===== config.mk =====
export PLATFORM = sky130hd
export DESIGN_NAME = ceke_log_step
export DESIGN_NICKNAME = d
export VERILOG_FILES = /design/src/rtl/core/ceke_pkg.sv /design/src/rtl/core/ceke_fxm.sv /design/src/rtl/core/ceke_log_step.sv
export SDC_FILE = /design/constraint.sdc
export NUM_CORES = 2
export LEC_CHECK = 0
export BUFFER_PORTS_ARGS = -buffer_cell sky130_fd_sc_hd__buf_4
export CAP_MARGIN = 10
export CORE_MARGIN = 5
export CORE_UTILIZATION = 70
export DETAILED_ROUTE_END_ITERATION = 10
export GPL_TIMING_DRIVEN = 0
export PLACE_DENSITY = 0.87
export SYNTH_ARGS = -nofsm -noshare
export SYNTH_HDL_FRONTEND = slang
export SYNTH_SLANG_ARGS = --single-unit

===== constraint.sdc =====
create_clock -name clk -period 22.6 [get_ports clk]
set_clock_uncertainty 0.05 [all_clocks]
set_input_delay 3.39 -clock clk [delete_from_list [all_inputs] [get_ports clk]]
set_output_delay 3.39 -clock clk [all_outputs]
set_load 0.05 [all_outputs]

===== src/rtl/core/ceke_pkg.sv =====
// ----------------------------------------------------------------------------
// ceke_pkg
// Shared widths, coefficient tables and helpers for the elliptic K/E pipeline.
// ----------------------------------------------------------------------------
package ceke_pkg;

  // inner fixed point: Q16.48
  localparam int FRAC       = 48;
  localparam int XW         = 48;   // width of 1 - m before scaling
  localparam int MANT_W     = 49;   // Q1.48 mantissa
  localparam int SQ_W       = 50;   // Q2.48 square
  localparam int ACC_W      = 50;   // polynomial accumulator
  localparam int LG_W       = 55;   // -ln m0 and its integer-plus-fraction form
  localparam int LOG_ITERS  = 44;
  localparam int LEAD_W     = 6;
  localparam int ILOG_W     = 7;
  localparam int SUM_W      = 56;
  localparam int RES_W      = 32;

  localparam int IN_FRAC_BITS_DEF  = 32;
  localparam int OUT_FRAC_BITS_DEF = 28;

  localparam logic [63:0] DEC_ONE = 64'd100000000000;
  localparam logic [63:0] LN2_DEC = 64'd69314718056;

  // polynomial selectors
  localparam int POLY_K_A = 0;
  localparam int POLY_K_B = 1;
  localparam int POLY_E_A = 2;
  localparam int POLY_E_B = 3;

  // status codes
  localparam logic STATUS_OK    = 1'b0;
  localparam logic STATUS_RANGE = 1'b1;

  localparam logic [63:0] K_PA_DEC [5] = '{64'd138629436112, 64'd9666344259,
                                           64'd3590092383, 64'd3742563713, 64'd1451196212};
  localparam logic [63:0] K_PB_DEC [5] = '{64'd50000000000, 64'd12498593597,
                                           64'd6880248576, 64'd3328355346, 64'd441787012};
  localparam logic [63:0] E_PA_DEC [5] = '{64'd100000000000, 64'd44325141463,
                                           64'd6260601220, 64'd4757383546, 64'd1736506451};
  localparam logic [63:0] E_PB_DEC [5] = '{64'd0, 64'd24998368310,
                                           64'd9200180037, 64'd4069697526, 64'd526449639};

  // decimal n / 10^11 to Q.48, round half up (elaboration only)
  function automatic logic [63:0] dec_to_fix(input logic [63:0] n);
    logic [63:0] q;
    logic [63:0] r;
    q = n / DEC_ONE;
    r = n % DEC_ONE;
    for (int i = 0; i < FRAC; i++) begin
      r = r << 1;
      q = q << 1;
      if (r >= DEC_ONE) begin
        q = q | 64'd1;
        r = r - DEC_ONE;
      end
    end
    r = r << 1;
    if (r >= DEC_ONE) q = q + 64'd1;
    return q;
  endfunction

  function automatic logic [ACC_W-1:0] coef_fix(input int poly, input int idx);
    logic [63:0] d;
    case (poly)
      POLY_K_A: d = K_PA_DEC[idx];
      POLY_K_B: d = K_PB_DEC[idx];
      POLY_E_A: d = E_PA_DEC[idx];
      POLY_E_B: d = E_PB_DEC[idx];
      default:  d = 64'd0;
    endcase
    return ACC_W'(dec_to_fix(d));
  endfunction

  localparam logic [ACC_W-1:0] LN2_FIX = ACC_W'(dec_to_fix(LN2_DEC));

endpackage


===== src/rtl/core/ceke_fxm.sv =====
// ----------------------------------------------------------------------------
// ceke_fxm
// Two-stage Q.48 multiplier: 32-bit partial products, then sum and round.
// ----------------------------------------------------------------------------
module ceke_fxm #(
  parameter int AW = 49,
  parameter int BW = 49,
  parameter int OW = 50
) (
  input  logic          clk,
  input  logic          en,
  input  logic [AW-1:0] a,
  input  logic [BW-1:0] b,
  output logic [OW-1:0] p
);
  import ceke_pkg::*;

  localparam int AH = AW - 32;
  localparam int BH = BW - 32;
  localparam int PW = AW + BW + 1;

  logic [63:0]      pll;
  logic [BW-1:0]    plh;
  logic [AW-1:0]    phl;
  logic [AH+BH-1:0] phh;
  logic [PW-1:0]    sum;

  always_ff @(posedge clk) begin
    if (en) begin
      pll <= a[31:0] * b[31:0];
      plh <= a[31:0] * b[BW-1:32];
      phl <= a[AW-1:32] * b[31:0];
      phh <= a[AW-1:32] * b[BW-1:32];
    end
  end

  assign sum = PW'(pll) + (PW'(plh) << 32) + (PW'(phl) << 32) + (PW'(phh) << 64)
             + (PW'(1) << (FRAC - 1));

  always_ff @(posedge clk) begin
    if (en) p <= sum[FRAC +: OW];
  end
endmodule


===== src/rtl/core/ceke_log_step.sv =====
// ----------------------------------------------------------------------------
// ceke_log_step
// One squaring step of the mantissa log2: square, then emit one bit.
// ----------------------------------------------------------------------------
module ceke_log_step (
  input  logic                               clk,
  input  logic                               en,
  input  logic [ceke_pkg::MANT_W-1:0]        y_in,
  input  logic [ceke_pkg::LOG_ITERS-1:0]     bits_in,
  output logic [ceke_pkg::MANT_W-1:0]        y_out,
  output logic [ceke_pkg::LOG_ITERS-1:0]     bits_out
);
  import ceke_pkg::*;

  logic [SQ_W-1:0]      sq;
  logic [LOG_ITERS-1:0] bits_a;
  logic [LOG_ITERS-1:0] bits_b;

  ceke_fxm #(.AW(MANT_W), .BW(MANT_W), .OW(SQ_W)) u_sq (
    .clk(clk), .en(en), .a(y_in), .b(y_in), .p(sq)
  );

  always_ff @(posedge clk) begin
    if (en) begin
      bits_a <= bits_in;
      bits_b <= bits_a;
    end
  end

  // square at or above 2: emit a one and halve
  assign y_out    = sq[SQ_W-1] ? sq[SQ_W-1:1] : sq[MANT_W-1:0];
  assign bits_out = {bits_b[LOG_ITERS-2:0], sq[SQ_W-1]};
endmodule


* After elaboration in Yosys (flattened, before gate mapping)
Index checks and enable logic that the tools add are counted.
** Operators by class
- Add/sub/neg operators :: 4
- Multiply operators :: 3
- Muxes and demuxes :: 1
** Operators by type and width (number)
- adder 98 x 48 -> 98 bit, second input constant :: 1
- adder 98 x 81 -> 98 bit :: 1
- adder 98 bit :: 1
- adder 64 x 81 -> 82 bit :: 1
- multiplier 32 x 32 -> 64 bit :: 1
- multiplier 32 x 17 -> 49 bit :: 1
- 2-to-1 mux 49 bit :: 1
- multiplier 17 x 17 -> 34 bit :: 1
** Word-level totals
- Register bits after elaboration :: 283
- Input port bits :: 95
- Output and inout bits :: 93
- Logic and storage cells :: 14

* Depth between registers and ports, before layout
- Depth after elaboration :: 4
- Gate-level depth with buffers :: 31
- Depth with buffers taken out :: 30

* Hierarchy
Synthesis repeated with hierarchy kept, for this count alone.
** Second synthesis, totals
- Cells, all modules :: 9379
- Area total of the unflattened synthesis :: 89175.5 µm²
** By module, submodules not included
- ceke_fxm :: instances 1, cells each 9239, area an instance 85967.4 µm², sequential area each 6426.2 µm²
- ceke_log_step :: instances 1, cells each 140, area an instance 3208.1 µm², sequential area each 2582.5 µm²

* Worst setup path after synthesis
Ideal clock, no wire load.
- Path kind :: input to register
- From :: in y_in[2] in the netlist's numbering
- To :: reg u_sq.pll[60] (data pin)
- Setup time :: 0.258 ns
- Arrival time :: 10.819 ns
- Data required time :: 22.292 ns
- Path slack :: 11.473 ns
- Stages on the path :: 31
- Buffers on the path :: 3
- Cell sequence :: clkbuf_1 -> clkbuf_1 -> clkbuf_1 -> nand2_1 -> fa_1 -> inv_1 -> fa_1 -> inv_1 -> fa_1 -> fa_1 -> inv_1 -> fa_1 -> inv_1 -> fa_1 -> inv_1 -> fa_1 -> inv_1 -> fa_1 -> inv_1 -> ha_1 -> nand4_1 -> nor2_1 -> nand3_1 -> nor2_1 -> o221ai_1 -> o31ai_1 -> nor4b_1 -> o2111ai_1 -> a21boi_1 -> nor2_1 -> xnor2_1
** On the way
- Word-level cells in the longest chain between the ends :: 1
** RTL lines
- from (decl) :: line ceke_log_step.sv:8 : input logic [ceke_pkg::MANT_W-1:0] y_in,
- multiplier 32 x 32 -> 64 bit :: line ceke_fxm.sv:30 : pll <= a[31:0] * b[31:0];
- to (signal assigned) :: line ceke_fxm.sv:30
- to (decl) :: line ceke_fxm.sv:22 : logic [63:0] pll;
Every way passes these cells.
A chain may end at the register's enable or synchronous reset.

* Final worst setup path
- From :: in y_in[28] in the netlist's numbering
- To :: reg u_sq.pll[60] (data pin)
The elaborated chain is that of the path after synthesis.

==> results.py <==
metrics = {
    "placed_design": {
        "port_buffers": 174,
        "pre_cts_ws_ns": 7.536,
        "dp.cells": 8304,
        "dpl.hpwl_mm": 163.2,
        "gp_congestion": 1.067,
    },
    "logic_synthesis": {
        "synth_xor_area_frac": 0.03265,
        "seq_area_frac_synth": 0.1133,
        "synthMuxAreaShare": 0.01167,
        "synthAdderAreaFrac": 0.5536,
        "synth_compound_area_frac": 0.05872,
        "mappedNetlistArea_um2": 66260,
        "syn-num-nets": 9041,
        "synth_top_family_by_area": "adder cells",
        "synth_cells": 6874,
        "synthDistinctLibCells": 79,
        "syn_area_per_cell_um2": 9.640,
        "synth_ff_type": "edfxtp_1",
        "synthArstFlopShare": 0,
        "yosys_warnings": 0,
        "synth_edf_count": 250,
        "synth-simple-area-share": 0.1169,
        "synth_seq_cells": 250,
    },
    "timing": {
        "fin_ws_ns": 7.795,
        "final_max_slew_viol_count": 0,
        "finalSetupViolCount": 0,
        "fin_crit_sh": 0.6551,
        "period_needed_ns": 14.80,
        "tns_ns": 0,
        "fmax_mhz": 67.55,
        "hold_violations": 0,
        "rsz0062_at_grt": "no",
        "tightestPinTransition_ns": 1.404,
        "maxSlewHeadroom": 0.06374,
    },
    "drt": {
        "dr.pass1.iters": 8,
        "vias_per_cell": 6.037,
        "ant_nets": 0,
        "drt_iter0_drc": 5293,
        "drc": 0,
        "vias": 50534,
        "wl_per_cell_um": 23.53,
        "totalWireLength_mm": 197.0,
    },
    "cells_and_area": {
        "fillCellCount": 6371,
        "fin_nets": 9248,
        "multi_input_area_um2": 51260,
        "layout.cells.most_common": "inv_1",
        "area_delta_synth_final_pct": 5.870,
        "drive_gt1_frac": 0.04407,
        "final_cell_mix": "inv_1 (1714), fa_1 (1433), nand2_1 (826)",
        "finalNonFillerCells": 8371,
        "ff_latch_area_um2": 7507,
    },
    "global_routing": {
        "grt_first_pass_wirelength_mm": 305.1,
        "grt_max_degree": 117,
        "grt_pass1_vias": 54572,
        "antenna_found_initial": 25,
        "overflow": 0,
        "track_usage": 0.3929,
    },
    "worst_setup_path": {
        "r2r-end": "u_sq.p[49]$_DFFE_PP_",
        "cp_slowest_cell": "o31ai_2",
        "critPathMaxFanout": 10,
        "ff2ff_setup_slack_ns": 14.52,
        "crit_buf_inv": 8,
        "cp-start-kind": "input port",
        "critical_path.startpoint": "y_in[28]",
        "crit_required_ns": 22.73,
        "critPathTopFamily": "adder cells",
        "reg2reg_depth": 25,
        "end_kind": "flip-flop",
        "rr_startpoint": "u_sq.pll[32]$_DFFE_PP_",
        "max_stage_delay_ns": 0.98,
        "cpMostUsedCell": "fa_1",
        "cp.arrival_ns": 14.94,
        "path_class": "input port to flip-flop",
    },
    "hold_path": {
        "min_from": "bits_a[4]$_DFFE_PP_",
        "whs_endpoint": "bits_b[4]$_DFFE_PP_",
        "hp-class": "flip-flop to flip-flop",
        "holdPathStages": 0,
    },
    "floorplan": {
        "ios": 188,
        "start_util": 0.7079,
        "fp.coreArea_um2": 93610,
        "fp.dieArea_um2": 100900,
        "die_w_um": 317.7,
        "die_y_um": 317.7,
        "rows": 112,
    },
    "job": {
        "drv_cap": 0,
    },
    "clock_tree": {
        "clk_path_buf_depth": 3,
        "cts_tree": "yes",
        "clock_latency_ns": 0.59,
        "cts.clk_slew.worst_paths_ns": 0.06,
        "htree_levels": 1,
        "cts_setup_buffers": 0,
        "cts_root_buf": "clkbuf_16",
        "cts_buffers": 28,
        "cts_resized": 0,
        "cts_hold_buf": 0,
        "clock_sinks": 250,
    },
    "run_status": {
        "status": "finished, final reports clean",
    },
}
Yosys cell counts, types with 4 or more instances:
| master | number | share of area |
|---|---|---|
| inv_1 | 1714 | 0.097 |
| fa_1 | 1433 | 0.43 |
| nand2_1 | 826 | 0.047 |
| ha_1 | 639 | 0.12 |
| and2_1 | 388 | 0.037 |
| clkbuf_1 | 260 | 0.015 |
| edfxtp_1 | 250 | 0.11 |
| a21oi_1 | 186 | 0.014 |
| nor2_1 | 186 | 0.011 |
| xnor2_1 | 141 | 0.019 |
| a21o_1 | 112 | 0.013 |
| xor2_1 | 106 | 0.014 |
| o21ai_0 | 67 | 0.0051 |
| mux2_2 | 50 | 0.0085 |
| nor2b_1 | 50 | 0.0047 |
| and3_1 | 43 | 0.0041 |
| nand3_1 | 36 | 0.0027 |
| nand4_1 | 33 | 0.0031 |
| o21ai_1 | 30 | 0.0023 |
| o21bai_1 | 27 | 0.0031 |
| nor3_1 | 26 | 0.0020 |
| o21a_1 | 26 | 0.0029 |
| a211oi_1 | 22 | 0.0025 |
| a31oi_1 | 21 | 0.0020 |
| nand2b_1 | 21 | 0.0020 |
| mux2_1 | 16 | 0.0027 |
| a31o_2 | 15 | 0.0020 |
| buf_1 | 10 | 0.00057 |
| or2_2 | 9 | 0.00085 |
| or3_1 | 9 | 0.00085 |
| a41oi_1 | 7 | 0.00093 |
| a221oi_1 | 6 | 0.00079 |
| o211ai_1 | 6 | 0.00068 |
| o31ai_1 | 6 | 0.00068 |
| clkinv_1 | 5 | 0.00028 |
| o2111ai_1 | 5 | 0.00066 |
| a2111oi_0 | 4 | 0.00053 |
| a221o_1 | 4 | 0.00060 |
| a41o_1 | 4 | 0.00060 |
| and4_1 | 4 | 0.00053 |
logic make-up after synthesis:
| logic type | Yosys count |
|---|---|
| adders and majority gates | 2072 |
| DFF | 250 |
| buffers and inverters | 1996 |
| muxes | 69 |
| and+or+nand+nor | 1647 |
| xor gates and xnor gates | 247 |
| AOI/OAI and AO/OA | 593 |
worst max-delay path by stage:
stage | endpoint | depth (start not counted) | slack (ns)
2_1_floorplan | u_sq.pll[60]$_DFFE_PP_ | 31 | 11.47
5_1_grt | u_sq.pll[60]$_DFFE_PP_ | 29 | 7.51
6_report | u_sq.pll[60]$_DFFE_PP_ | 28 | 7.80
4_1_cts | u_sq.pll[60]$_DFFE_PP_ | 29 | 8.06
3_3_place_gp | u_sq.pll[60]$_DFFE_PP_ | 27 | 7.61
3_5_place_dp | u_sq.pll[60]$_DFFE_PP_ | 28 | 7.54
layer usage:
metal | part of all wire | global-route usage | vias up
li1 | - | - | 21151
met1 | 0.34 | 0.4828 | 24834
met2 | 0.43 | 0.5949 | 3570
met3 | 0.15 | 0.1659 | 969
met4 | 0.076 | 0.2121 | 10
met5 | 0.00032 | 0.0004728 | -
cell type report:
cell class | count | share of cell area
diodes | 15 | 0.0005350
clock buffers | 33 | 0.01026
inverters | 1721 | 0.09208
flip-flops and latches | 250 | 0.1070
multi-input cells | 4628 | 0.7307
repair buffers | 177 | 0.01962
plain buffers | 275 | 0.01487
clock inverters | 18 | 0.002604
well taps | 1254 | 0.02236
per-stage QoR:
stage	cell area, um^2	hold WS, ns	util
after floorplan	66260	0.3503	-
after global placement	69140	0.3506	0.7386
after detailed placement	69200	0.3545	0.7393
after CTS	70100	0.3101	0.7489
after global routing	70120	0.3281	0.7491
final	70150	0.3104	0.7494
sequential cells by signal, summed over array words and instances, names as in the netlist:
signal	flops
bits_a	43
bits_b	43
u_sq.phl	49
u_sq.phh	33
u_sq.pll	32
u_sq.p	50
worst register-to-register path, stage by stage, from the launching register on:
cell and delay (ns):
edfxtp_1 0.40, and2_1 0.19, fa_1 0.39, a21o_1 0.20, a21o_1 0.22, a2111oi_2 0.47
o21ai_1 0.27, o2111ai_1 0.34, a31oi_1 0.15, and2_1 0.22, a211oi_2 0.29, a22o_1 0.19
buf_4 0.19, mux2_1 0.35, ha_1 0.38, and3_1 0.24, nand4_1 0.18, nor3_1 0.41
nand4_1 0.35, a2111oi_2 0.60, o31ai_1 0.17, clkbuf_4 0.22, nor4b_4 0.47, and3_1 0.29
nand3_1 0.11, xnor2_1 0.51
Power is left out: the tool's default activity adds up to more than one toggle a clock period on the data nets, which glitch-free logic cannot reach.
